**config.mk**
```make
export PLATFORM = sky130hd
export DESIGN_NAME = two_wire_sensor_transaction_flat
export DESIGN_NICKNAME = d
export VERILOG_FILES = /design/src/rtl/tws_pkg.sv /design/src/rtl/tws_if.sv /design/src/rtl/two_wire_sensor_transaction.sv /design/src/flat_wrapper.sv
export VERILOG_INCLUDE_DIRS = /design/src /design/src/rtl
export SDC_FILE = /design/constraint.sdc
export NUM_CORES = 1
export LEC_CHECK = 0
export BUFFER_PORTS_ARGS = -buffer_cell sky130_fd_sc_hd__clkbuf_2
export CAP_MARGIN = 20
export CELL_PAD_IN_SITES_DETAIL_PLACEMENT = 0
export CELL_PAD_IN_SITES_GLOBAL_PLACEMENT = 1
export CORE_UTILIZATION = 50
export CTS_CLUSTER_SIZE = 25
export DETAILED_ROUTE_END_ITERATION = 16
export PLACE_DENSITY = 0.93
export SLEW_MARGIN = 20
export SYNTH_ARGS = -nofsm -noshare
export SYNTH_HDL_FRONTEND = slang
export SYNTH_SLANG_ARGS = --single-unit
```
**constraint.sdc**
```tcl
create_clock -name clk_i -period 9.9 [get_ports clk_i]
set_input_delay 0.495 -clock clk_i [delete_from_list [all_inputs] [get_ports clk_i]]
set_output_delay 0.495 -clock clk_i [all_outputs]
set_load 0.005 [all_outputs]
```
**src/rtl/assert_macros.svh**
```systemverilog
// Assertion macros shared by the RTL of the two-wire sensor master.
// Define NO_ASSERTIONS to compile the checks out; no other dependencies.
`ifndef ASSERT_MACROS_SVH
`define ASSERT_MACROS_SVH

`ifndef NO_ASSERTIONS

// Check a property on every rising clock edge outside of reset.
`define TWS_ASSERT(lbl, clk, rst_n, prop, msg) \
  lbl: assert property (@(posedge clk) disable iff (!rst_n) (prop)) else $error(msg);

// Check that a condition in one cycle implies another in the next cycle.
`define TWS_ASSERT_NEXT(lbl, clk, rst_n, ante, cons, msg) \
  lbl: assert property (@(posedge clk) disable iff (!rst_n) (ante) |=> (cons)) \
    else $error(msg);

`else

`define TWS_ASSERT(lbl, clk, rst_n, prop, msg)
`define TWS_ASSERT_NEXT(lbl, clk, rst_n, ante, cons, msg)

`endif

`endif

```
**src/rtl/tws_pkg.sv**
```systemverilog
// Shared types and constants for the two-wire sensor measurement master.
// No dependencies; used by the channel interfaces and the top level.
package tws_pkg;

  localparam int CmdW      = 8;
  localparam int RawW      = 16;
  localparam int ErrW      = 2;
  localparam int BitIdxW   = 4;
  localparam int PollW     = 20;
  localparam int TimeoutW  = 22;
  localparam int SettleW   = 8;
  localparam int CfgIdxW   = 2;
  localparam int CfgDataW  = 22;
  localparam int PhaseW    = 17;

  localparam int WordBitsDefault = 16;

  localparam logic [PollW-1:0]    PollResetVal    = PollW'(10000);
  localparam logic [TimeoutW-1:0] TimeoutResetVal = TimeoutW'(1000 * 1000);
  localparam logic [SettleW-1:0]  SettleResetVal  = SettleW'(10);
  localparam logic [TimeoutW-1:0] ElapsedMax      = '1;

  // Last command bit and last bit of the first read byte.
  localparam logic [BitIdxW-1:0] LastCmdBit   = BitIdxW'(7);
  localparam logic [BitIdxW-1:0] LastByte0Bit = BitIdxW'(7);
  localparam logic [BitIdxW-1:0] LastWordBit  = BitIdxW'(15);

  typedef enum logic [ErrW-1:0] {
    ErrNone    = 2'd0,
    ErrAck1    = 2'd1,
    ErrAck2    = 2'd2,
    ErrTimeout = 2'd3
  } err_e;

  typedef enum logic [CfgIdxW-1:0] {
    CfgPollInterval = 2'd0,
    CfgTimeout      = 2'd1,
    CfgAckSettle    = 2'd2
  } cfg_idx_e;

  typedef enum logic [PhaseW-1:0] {
    PhIdle    = 17'h00001,
    PhS1      = 17'h00002,
    PhS2      = 17'h00004,
    PhS3      = 17'h00008,
    PhS4      = 17'h00010,
    PhCmdHi   = 17'h00020,
    PhCmdLo   = 17'h00040,
    PhAck1    = 17'h00080,
    PhSettle  = 17'h00100,
    PhWait    = 17'h00200,
    PhRdA     = 17'h00400,
    PhRdB     = 17'h00800,
    PhRdC     = 17'h01000,
    PhMackHi  = 17'h02000,
    PhMackLo  = 17'h04000,
    PhCrc     = 17'h08000,
    PhDone    = 17'h10000
  } phase_e;

  // One result transaction: line levels and status for one tick.
  typedef struct packed {
    logic            clock_out;
    logic            data_pull_low;
    logic            busy_res;
    logic            done_res;
    logic [RawW-1:0] raw_value;
    logic [ErrW-1:0] error_code;
  } res_t;

endpackage

```
**src/rtl/tws_if.sv**
```systemverilog
// Valid/ready channel interfaces of the two-wire sensor master: tick input,
// result output and configuration write. Depends on tws_pkg.
interface tws_in_if;
  import tws_pkg::*;
  logic            valid;
  logic            ready;
  logic            start_req;
  logic [CmdW-1:0] command;
  logic            data_in;

  modport source(output valid, start_req, command, data_in, input ready);
  modport sink(input valid, start_req, command, data_in, output ready);
endinterface

interface tws_out_if;
  import tws_pkg::*;
  logic            valid;
  logic            ready;
  logic            clock_out;
  logic            data_pull_low;
  logic            busy_res;
  logic            done_res;
  logic [RawW-1:0] raw_value;
  logic [ErrW-1:0] error_code;

  modport source(output valid, clock_out, data_pull_low, busy_res, done_res, raw_value,
                 error_code, input ready);
  modport sink(input valid, clock_out, data_pull_low, busy_res, done_res, raw_value,
               error_code, output ready);
endinterface

interface tws_cfg_if;
  import tws_pkg::*;
  logic                valid;
  logic                ready;
  logic [CfgIdxW-1:0]  index;
  logic [CfgDataW-1:0] data;

  modport source(output valid, index, data, input ready);
  modport sink(input valid, index, data, output ready);
endinterface

```
**src/rtl/two_wire_sensor_transaction.sv**
```systemverilog
// Bit-level measurement master for a two-wire humidity/temperature sensor.
// Depends on tws_pkg, the channel interfaces in tws_if.sv and assert_macros.svh.
//
// Each input transaction is one timing tick (typically one microsecond): a
// start request, the command byte and the sampled level of the data line.
// Each tick produces exactly one result transaction carrying the clock level,
// the open-drain data pull-down, busy, a one-tick done pulse, the raw word
// and an error code (0 ok, 1 first ack missing, 2 ack release missing,
// 3 timeout). A start request is honored only while idle; the sequencer then
// runs the transmission start, shifts the command out MSB first, checks the
// two acknowledge samples, polls the data line every poll interval until the
// sensor pulls it low or the timeout expires, reads two bytes MSB first with
// a master acknowledge between them and skips the CRC. On an error both
// lines are released on the done tick. Throughput is one tick per clock
// cycle while the result side does not stall; each tick passes through the
// input register, the combinational sequencer update and the result register.
// While a result waits to be taken, the input side accepts one more
// transaction into the empty input register and then stalls until the
// result is taken. Configuration writes are always
// accepted and must only be issued while no transaction is in flight;
// unknown register indexes are ignored. A poll interval or settle time of
// zero behaves as one.
`include "assert_macros.svh"

module two_wire_sensor_transaction #(
  parameter int WORD_BITS = tws_pkg::WordBitsDefault
) (
  input  logic  clk_i,
  input  logic  rst_ni,
  tws_in_if.sink    in_i,
  tws_out_if.source out_o,
  tws_cfg_if.sink   cfg_i
);
  import tws_pkg::*;

  // Configuration registers.
  logic [PollW-1:0]    poll_q;
  logic [TimeoutW-1:0] timeout_q;
  logic [SettleW-1:0]  settle_q;

  // Input register stage.
  logic            in_valid_q, in_valid_d;
  logic            in_start_q;
  logic [CmdW-1:0] in_cmd_q;
  logic            in_din_q;
  logic            in_accept;
  logic            advance;

  // Sequencer state.
  phase_e               phase_q, phase_d;
  logic [BitIdxW-1:0]   bit_idx_q, bit_idx_d;
  logic [PollW-1:0]     delay_q, delay_d;
  logic [TimeoutW-1:0]  elapsed_q, elapsed_d;
  logic [CmdW-1:0]      cmd_shift_q, cmd_shift_d;
  logic [WORD_BITS-1:0] data_shift_q, data_shift_d;
  err_e                 err_q, err_d;

  // Result register stage.
  logic out_valid_q, out_valid_d;
  res_t res_q, res_d;

  logic [PollW-1:0] interval;
  logic [PollW-1:0] settle;
  logic [PollW:0]   delay_plus;
  logic             cmd_bit;

  assign cfg_i.ready = 1'b1;

  // Advance the sequencer when a tick is held and the result slot frees up.
  assign advance    = in_valid_q && (!out_valid_q || out_o.ready);
  assign in_i.ready = !in_valid_q || advance;
  assign in_accept  = in_i.valid && in_i.ready;

  always_comb begin
    if (in_accept) begin
      in_valid_d = 1'b1;
    end else if (advance) begin
      in_valid_d = 1'b0;
    end else begin
      in_valid_d = in_valid_q;
    end
    if (advance) begin
      out_valid_d = 1'b1;
    end else if (out_o.ready) begin
      out_valid_d = 1'b0;
    end else begin
      out_valid_d = out_valid_q;
    end
  end

  // Zero interval or settle time samples every tick.
  assign interval   = (poll_q == '0) ? PollW'(1) : poll_q;
  assign settle     = (settle_q == '0) ? PollW'(1) : PollW'(settle_q);
  assign delay_plus = {1'b0, delay_q} + (PollW + 1)'(1);
  assign cmd_bit    = cmd_shift_q[CmdW-1];

  // Sequencer: one tick of line control per transaction.
  always_comb begin
    phase_d      = phase_q;
    bit_idx_d    = bit_idx_q;
    delay_d      = delay_q;
    elapsed_d    = elapsed_q;
    cmd_shift_d  = cmd_shift_q;
    data_shift_d = data_shift_q;
    err_d        = err_q;
    res_d        = '0;
    res_d.busy_res = 1'b1;

    unique case (phase_q)
      PhIdle: begin
        res_d.busy_res = 1'b0;
        if (in_start_q) begin
          res_d.busy_res = 1'b1;
          cmd_shift_d    = in_cmd_q;
          bit_idx_d      = '0;
          data_shift_d   = '0;
          err_d          = ErrNone;
          phase_d        = PhS1;
        end
      end
      PhS1: begin
        res_d.clock_out     = 1'b1;
        res_d.data_pull_low = 1'b1;
        phase_d             = PhS2;
      end
      PhS2: begin
        res_d.data_pull_low = 1'b1;
        phase_d             = PhS3;
      end
      PhS3: begin
        res_d.clock_out = 1'b1;
        phase_d         = PhS4;
      end
      PhS4: begin
        bit_idx_d = '0;
        phase_d   = PhCmdHi;
      end
      PhCmdHi: begin
        res_d.clock_out     = 1'b1;
        res_d.data_pull_low = !cmd_bit;
        phase_d             = PhCmdLo;
      end
      PhCmdLo: begin
        res_d.data_pull_low = !cmd_bit;
        cmd_shift_d         = {cmd_shift_q[CmdW-2:0], 1'b0};
        if (bit_idx_q >= LastCmdBit) begin
          bit_idx_d = '0;
          phase_d   = PhAck1;
        end else begin
          bit_idx_d = bit_idx_q + BitIdxW'(1);
          phase_d   = PhCmdHi;
        end
      end
      PhAck1: begin
        res_d.clock_out = 1'b1;
        if (in_din_q) begin
          err_d   = ErrAck1;
          phase_d = PhDone;
        end else begin
          delay_d = '0;
          phase_d = PhSettle;
        end
      end
      PhSettle: begin
        if (delay_plus >= {1'b0, settle}) begin
          if (!in_din_q) begin
            err_d   = ErrAck2;
            phase_d = PhDone;
          end else begin
            delay_d   = '0;
            elapsed_d = '0;
            phase_d   = PhWait;
          end
        end else begin
          delay_d = delay_plus[PollW-1:0];
        end
      end
      PhWait: begin
        if (delay_plus >= {1'b0, interval}) begin
          delay_d = '0;
          if (!in_din_q) begin
            bit_idx_d    = '0;
            data_shift_d = '0;
            phase_d      = PhRdA;
          end else if (elapsed_q >= timeout_q) begin
            err_d   = ErrTimeout;
            phase_d = PhDone;
          end
        end else begin
          delay_d = delay_plus[PollW-1:0];
        end
        // Saturate the wait counter.
        if (elapsed_q != ElapsedMax) begin
          elapsed_d = elapsed_q + TimeoutW'(1);
        end
      end
      PhRdA: begin
        res_d.clock_out = 1'b1;
        data_shift_d    = {data_shift_q[WORD_BITS-2:0], in_din_q};
        phase_d         = PhRdB;
      end
      PhRdB: begin
        res_d.clock_out = 1'b1;
        phase_d         = PhRdC;
      end
      PhRdC: begin
        if (bit_idx_q == LastByte0Bit) begin
          phase_d = PhMackHi;
        end else if (bit_idx_q >= LastWordBit) begin
          phase_d = PhCrc;
        end else begin
          phase_d = PhRdA;
        end
        bit_idx_d = bit_idx_q + BitIdxW'(1);
      end
      PhMackHi: begin
        res_d.clock_out     = 1'b1;
        res_d.data_pull_low = 1'b1;
        phase_d             = PhMackLo;
      end
      PhMackLo: begin
        res_d.data_pull_low = 1'b1;
        phase_d             = PhRdA;
      end
      PhCrc: begin
        res_d.clock_out = 1'b1;
        err_d           = ErrNone;
        phase_d         = PhDone;
      end
      PhDone: begin
        res_d.busy_res   = 1'b0;
        res_d.done_res   = 1'b1;
        res_d.error_code = err_q;
        if (err_q == ErrNone) begin
          res_d.raw_value = RawW'(data_shift_q);
        end
        phase_d = PhIdle;
      end
      default: begin
        // Drop an illegal state back to idle.
        res_d.busy_res = 1'b0;
        phase_d        = PhIdle;
      end
    endcase
  end

  // Configuration registers: mask to width, ignore unknown indexes.
  always_ff @(posedge clk_i or negedge rst_ni) begin
    if (!rst_ni) begin
      poll_q    <= PollResetVal;
      timeout_q <= TimeoutResetVal;
      settle_q  <= SettleResetVal;
    end else if (cfg_i.valid && cfg_i.ready) begin
      unique case (cfg_i.index)
        CfgPollInterval: poll_q    <= cfg_i.data[PollW-1:0];
        CfgTimeout:      timeout_q <= cfg_i.data[TimeoutW-1:0];
        CfgAckSettle:    settle_q  <= cfg_i.data[SettleW-1:0];
        default: ;
      endcase
    end
  end

  // Control state.
  always_ff @(posedge clk_i or negedge rst_ni) begin
    if (!rst_ni) begin
      in_valid_q   <= 1'b0;
      out_valid_q  <= 1'b0;
      phase_q      <= PhIdle;
      bit_idx_q    <= '0;
      delay_q      <= '0;
      elapsed_q    <= '0;
      cmd_shift_q  <= '0;
      data_shift_q <= '0;
      err_q        <= ErrNone;
    end else begin
      in_valid_q  <= in_valid_d;
      out_valid_q <= out_valid_d;
      if (advance) begin
        phase_q      <= phase_d;
        bit_idx_q    <= bit_idx_d;
        delay_q      <= delay_d;
        elapsed_q    <= elapsed_d;
        cmd_shift_q  <= cmd_shift_d;
        data_shift_q <= data_shift_d;
        err_q        <= err_d;
      end
    end
  end

  // Payload registers: hold the tick and the result until they move on.
  always_ff @(posedge clk_i) begin
    if (in_accept) begin
      in_start_q <= in_i.start_req;
      in_cmd_q   <= in_i.command;
      in_din_q   <= in_i.data_in;
    end
    if (advance) begin
      res_q <= res_d;
    end
  end

  assign out_o.valid         = out_valid_q;
  assign out_o.clock_out     = res_q.clock_out;
  assign out_o.data_pull_low = res_q.data_pull_low;
  assign out_o.busy_res      = res_q.busy_res;
  assign out_o.done_res      = res_q.done_res;
  assign out_o.raw_value     = res_q.raw_value;
  assign out_o.error_code    = res_q.error_code;

  `TWS_ASSERT(a_done_not_busy, clk_i, rst_ni,
              (out_valid_q && res_q.done_res) |-> !res_q.busy_res,
              "done result reported busy")
  `TWS_ASSERT(a_raw_only_ok, clk_i, rst_ni,
              (out_valid_q && res_q.raw_value != '0) |->
                (res_q.done_res && res_q.error_code == ErrNone),
              "raw value outside a clean done")
  `TWS_ASSERT_NEXT(a_done_to_idle, clk_i, rst_ni,
                   (advance && phase_q == PhDone),
                   (phase_q == PhIdle && out_valid_q && res_q.done_res),
                   "done tick did not return to idle")
  `TWS_ASSERT_NEXT(a_hold_tick, clk_i, rst_ni,
                   (in_valid_q && !advance),
                   (in_valid_q && $stable(in_din_q) && $stable(in_start_q)),
                   "held tick lost while stalled")

endmodule
```
**src/flat_wrapper.sv**
```systemverilog
// flat-port wrapper written by rule: the top's interface ports become plain ports
module two_wire_sensor_transaction_flat import tws_pkg::*;
#(
  parameter int WORD_BITS = tws_pkg::WordBitsDefault
)
  (clk_i, rst_ni, in_i_valid, in_i_start_req, in_i_command, in_i_data_in, in_i_ready, out_o_valid, out_o_clock_out, out_o_data_pull_low, out_o_busy_res, out_o_done_res, out_o_raw_value, out_o_error_code, out_o_ready, cfg_i_valid, cfg_i_index, cfg_i_data, cfg_i_ready);
  tws_in_if in_i_i ();
  tws_out_if out_o_i ();
  tws_cfg_if cfg_i_i ();
  input  logic clk_i;
  input  logic rst_ni;
  input wire logic [$bits(in_i_i.valid)-1:0] in_i_valid;
  input wire logic [$bits(in_i_i.start_req)-1:0] in_i_start_req;
  input wire logic [$bits(in_i_i.command)-1:0] in_i_command;
  input wire logic [$bits(in_i_i.data_in)-1:0] in_i_data_in;
  output wire logic [$bits(in_i_i.ready)-1:0] in_i_ready;
  output wire logic [$bits(out_o_i.valid)-1:0] out_o_valid;
  output wire logic [$bits(out_o_i.clock_out)-1:0] out_o_clock_out;
  output wire logic [$bits(out_o_i.data_pull_low)-1:0] out_o_data_pull_low;
  output wire logic [$bits(out_o_i.busy_res)-1:0] out_o_busy_res;
  output wire logic [$bits(out_o_i.done_res)-1:0] out_o_done_res;
  output wire logic [$bits(out_o_i.raw_value)-1:0] out_o_raw_value;
  output wire logic [$bits(out_o_i.error_code)-1:0] out_o_error_code;
  input wire logic [$bits(out_o_i.ready)-1:0] out_o_ready;
  input wire logic [$bits(cfg_i_i.valid)-1:0] cfg_i_valid;
  input wire logic [$bits(cfg_i_i.index)-1:0] cfg_i_index;
  input wire logic [$bits(cfg_i_i.data)-1:0] cfg_i_data;
  output wire logic [$bits(cfg_i_i.ready)-1:0] cfg_i_ready;
  assign in_i_i.valid = in_i_valid;
  assign in_i_i.start_req = in_i_start_req;
  assign in_i_i.command = in_i_command;
  assign in_i_i.data_in = in_i_data_in;
  assign in_i_ready = in_i_i.ready;
  assign out_o_valid = out_o_i.valid;
  assign out_o_clock_out = out_o_i.clock_out;
  assign out_o_data_pull_low = out_o_i.data_pull_low;
  assign out_o_busy_res = out_o_i.busy_res;
  assign out_o_done_res = out_o_i.done_res;
  assign out_o_raw_value = out_o_i.raw_value;
  assign out_o_error_code = out_o_i.error_code;
  assign out_o_i.ready = out_o_ready;
  assign cfg_i_i.valid = cfg_i_valid;
  assign cfg_i_i.index = cfg_i_index;
  assign cfg_i_i.data = cfg_i_data;
  assign cfg_i_ready = cfg_i_i.ready;
  two_wire_sensor_transaction #(.WORD_BITS(WORD_BITS)) u_core (.clk_i(clk_i), .rst_ni(rst_ni), .in_i(in_i_i), .out_o(out_o_i), .cfg_i(cfg_i_i));
endmodule
```
== Word level (Yosys, flattened, before mapping) ==
Index checks and enable logic that the tools add are counted.

* Flip-flop bits (word level): 173
* Input bits: 39
* Output and inout bits: 25
* Word-level logic and storage cells: 148

* $add $sub $neg: 3
* Magnitude comparators: 5
* Equal/unequal tests: 34
* Mux-type cells: 51
* Reductions and logical operators: 34

{| class="wikitable"
|+ Operators by type and width
! cell !! count
|-
| $pmux 17 s16 || 1
|-
| $mux 17 || 7
|-
| $mux 20 || 5
|-
| $mux 16 || 6
|-
| $mux 22 || 3
|-
| $pmux 20 s3 || 1
|-
| $pmux 16 s3 || 1
|-
| $pmux 22 s2 || 1
|-
| $ge 21x20->1 || 2
|-
| $mux 8 || 3
|-
| $add 22x1->22 const B || 1
|-
| $ge 22x22->1 || 1
|-
| $ne 22x22->1 const B || 1
|-
| $add 20x1->21 const B || 1
|-
| $logic_not 20->1 || 1
|-
| $pmux 4 s5 || 1
|-
| $reduce_and 5->1 || 4
|-
| $mux 19 || 1
|-
| $eq 17x1->1 const B || 1
|-
| $eq 17x10->1 const B || 1
|-
| $eq 17x11->1 const B || 1
|-
| $eq 17x12->1 const B || 1
|-
| $eq 17x13->1 const B || 1
|-
| $eq 17x14->1 const B || 1
|-
| other kinds (43) || 80
|}

== Logic depth before layout (Yosys ltp) ==
* Depth after elaboration: 6
* Gate-level depth with buffers: 18
* Gate-level depth less buffers: 15

== Worst setup path before layout ==
No wires, ideal clock.

* Path type: register to register
* Start: register u_core.delay_q[0]
* End: register u_core.phase_q[11]
* Setup time: 128 ps
* Data arrival time: 3617 ps
* Required time: 9772 ps
* Slack: 6156 ps
* Cell stages (with the launch flop): 19
* Path buffers: 3
* Clock period less this slack: 3744 ps
* Cells stage by stage: dfrtp_1 > ha_1 > and4_1 > buf_4 > nand2_1 > and2_1 > or2_2 > ha_1 > a21o_1 > a21o_1 > a21oi_1 > o21ai_0 > a21o_1 > a211o_2 > nand2_8 > a211o_1 > buf_4 > buf_6 > mux2_1

* Word-level cells in the longest chain between the ends: 4
* Elaborated cells on any way between the ends: 6

{| class="wikitable"
|+ Ends and longest elaborated chain
! what !! RTL line !! RTL
|-
| start: declaration || two_wire_sensor_transaction.sv:52 || <nowiki>logic [PollW-1:0] delay_q, delay_d;</nowiki>
|-
| start signal: assignment || two_wire_sensor_transaction.sv:281 || <nowiki>delay_q <= delay_d;</nowiki>
|-
| $add 20x1->21 (*) || two_wire_sensor_transaction.sv:94 || <nowiki>assign delay_plus = {1'b0, delay_q} + (PollW + 1)'(1);</nowiki>
|-
| $ge 21x20->1, on equally long branches || two_wire_sensor_transaction.sv:179, two_wire_sensor_transaction.sv:165 ||
|-
| $ne 2x1->1 (no source line) || n/a ||
|-
| $reduce_and 5->1 (no source line) (*) || n/a ||
|-
| end signal: assignment || two_wire_sensor_transaction.sv:268 || <nowiki>phase_q <= PhIdle;</nowiki>
|-
| end signal: assignment || two_wire_sensor_transaction.sv:279 || <nowiki>phase_q <= phase_d;</nowiki>
|-
| end: declaration || two_wire_sensor_transaction.sv:50 || <nowiki>phase_e phase_q, phase_d;</nowiki>
|}

Mark *: on every way between the ends. The rest lies on a longest branch, timed or not.
A chain may end at the register's enable or synchronous reset.

== Worst setup path in the final report ==
* Start: register u_core.delay_q[0]
* End: register u_core.phase_q[1]

The elaborated chain is that of the path after synthesis.

==> flow_summary.toml <==
[timing]
rsz0062_at_grt = "no"
maxSlewViolCount = 0
max_slew.worst_pin.slew_ns = 1.02
hold_violations = 0
holdWs_ns = 0.0570
slew-limit-headroom_pct = 31.8
fin_crit_sh_pct = 45.4
fin_skew_ns = 0.0103
setup_viol = 0
fmax_ghz = 0.222
tns_ns = 0
post-route-min-period_ns = 4.50

[power_and_ir_drop]
ir_drop_v = 0.000135
p_leak_nw = 4.88
total_power_mw = 1.83
power_density_nw_per_um2 = 173

[logic_synthesis]
synth_edf_count = 32
ys.flop_type = "dfrtp_1"
synth_common_cells = "126 x dfrtp_1, 85 x inv_1, 85 x nand2_1"
yosysUniqueCellTypes = 72
synth_area_leaders = "dfrtp_1 33%, edfxtp_1 10%, ha_1 7.0%"
syn_nets = 1039
syn_inst = 947
yosysWarnings = 0
ys_ff_latch = 173
netlist_area_sq_um = 9480
yosysTopAreaCell = "dfrtp_1"
ys_seq_area_share_pct = 47.5
netlist.area_leader.share_pct = 33.2
yosysMostFrequentCell = "dfrtp_1"
synth_area_per_cell_sq_um = 10.0
synthArstFlopShare_pct = 81.5

[global_routing]
grt.overflow.total = 0
grt_pass1_wl_mm = 34.9
grt_max_degree = 74
grt_pass1_vias = 6828
antenna_found_initial = 0
grt_use_total_pct = 22.7

[floorplanning]
die_area_sq_um = 19500
start_util_pct = 50.9
coreArea_sq_um = 18600
io_pins = 64
fp.dieH_microns = 140
rows = 50
die_w_microns = 140

[clocking]
postCtsSetupRepairBufs = 0
cts_num_sinks = 173
cts_tree = "done"
cts.path.max_buffers = 2
ctsResizeCount = 0
clk_latency_ns = 0.44
ctsHoldBuffers = 0
cts_buffers = 17
h-tree-depth = 4
clk_pin_slew_worst_paths_ns = 0.07
cts_root_buf = "clkbuf_16"

[layout]
register_area_sq_um = 4510
antenna_cells = 0
multiInputGateArea_sq_um = 4480
fill_cells = 1624
synthToLayoutAreaGrowth_pct = 11.3
finish.instance_area_sq_um = 10600
drive_above_1_share_pct = 18.0
fin_nets = 1088

[setup_path]
reg2reg_slack_ns = 5.40
cpPeakStageDelay_ns = 0.59
crit_chain = "ha_1 -> and4_1 -> nand2_1 -> and2_1 -> or2_2 -> ha_1 -> a21o_1 -> a21o_1 -> a21oi_1 -> o21ai_0 -> a21o_1 -> a211o_2 -> nand2_8 -> a211o_1 -> mux2_2"
startpoint_type = "register"
end_kind = "register"
worst_ep_arrival_time_ns = 4.82
critical_path.slowest_cell = "a211o_1"
worstSetupPathType = "register to register"
worst_path_most_repeated_cell = "a21o_1"
r2r_end = "u_core.phase_q[1]"
crit_path_max_fanout = 17
cp.required_ns = 10.23
r2r_cells = 15
r2r_start = "u_core.delay_q[0]"

[place]
hpwl_mm = 15.0
post_dp_cell_area_sq_um = 9970
portBuffers = 62
gp_congestion = 0.889

[drt]
route.detailed.drc = 0
firstDrtPassIters = 5
detail-route-antenna-nets = 0
vias_per_cell = 5.68
num_vias = 7063
wirelength_mm = 20.7
drtIter0Drc = 490
detail_route.wl_per_cell_microns = 16.6

[flow_run]
cap_viol_max_count = 0

[min_path]
hp-class = "input port to asynchronous set/reset pin"

[run_status]
status = "finished, final reports clean"
==> kinds of logic (layout without fill, tap and decap cells) <==
family	Yosys count	after routing	synth area share (%)
compound gates	153	153	9.97
xor+xnor	38	38	3.59
fa+ha+maj	53	53	6.99
buf+inv	125	187	5.61
flops	173	173	47.5
mux	61	61	7.03
other cells	1	1	0.0395
simple gates	343	343	19.2
==> registers in the layout (all words and copies together), names as in the netlist, 2 cells and up <==
name,flops
u_core.bit_idx_q,4
u_core.cmd_shift_q,8
u_core.data_shift_q,16
u_core.delay_q,20
u_core.elapsed_q,22
u_core.err_q,2
u_core.in_cmd_q,8
u_core.out_o.error_code,2
u_core.out_o.raw_value,16
u_core.phase_q,17
u_core.poll_q,20
u_core.settle_q,8
u_core.timeout_q,22
==> cell type report <==
class / instances / share of cell area, %
Clock inverter: 14 / 1.41
Clock buffer: 18 / 4.07
Multi-Input combinational cell: 649 / 42.4
Sequential cell: 173 / 42.7
Timing Repair Buffer: 70 / 3.57
Tap cell: 234 / 2.77
Inverter: 85 / 3.02
==> worst max path at each step <==
stage                            from                  to  slack (ns)  cells past startpoint
floorplan           u_core.delay_q[0]  u_core.phase_q[11]        6.16                     18
global placement    u_core.delay_q[0]   u_core.phase_q[1]        5.57                     15
detailed placement  u_core.delay_q[0]  u_core.phase_q[10]        5.44                     15
CTS                 u_core.delay_q[0]   u_core.phase_q[5]        5.39                     15
global route        u_core.delay_q[0]  u_core.phase_q[10]        5.13                     15
finish              u_core.delay_q[0]   u_core.phase_q[1]        5.40                     15
==> per-stage QoR <==
stage / setup WS (ns) / instances / utilization [%]
floorplan: 6.16 / 947 / -
global placement: 5.57 / 1211 / 53.5
detailed placement: 5.44 / 1211 / 53.5
CTS: 5.39 / 1243 / 56.6
global route: 5.13 / 1243 / 56.6
finish: 5.40 / 1243 / 56.6
==> per-layer routing <==
layer | GRT usage (%) | up-vias | part of all wire [%]
met4 | 8.96 | 0 | 2.1
met1 | 31.9 | 3394 | 47
met2 | 34.6 | 208 | 45
met5 | 0 | - | 0
li1 | - | 3431 | -
met3 | 4.51 | 30 | 5.6
==> cells in the final DEF (no fill, tap or decap), types with 32 or more instances in the layout <==
master    count
nand3_1      42
nand2_1      85
edfxtp_1     32
mux2_2       41
dfrtp_1     126
inv_1        85
ha_1         53
o21ai_0      64
clkbuf_2     61
nor2_1       49
==> power by group <==
group          internal, mW  switching (mW)  total [mW]  leakage (nW)
Clock                 0.337           0.320       0.657         0.281
Combinational         0.127           0.184       0.311          2.47
Sequential            0.815          0.0459       0.860          2.13
==> critical path, delay by kind of cell (launching register included) <==
family | cells | cell delay [ns]
compound gates | 7 | 1.76
simple gates | 5 | 1.09
fa+ha+maj | 2 | 0.63
flops | 1 | 0.47
mux | 1 | 0.41
(Power assumes the default switching activity.)
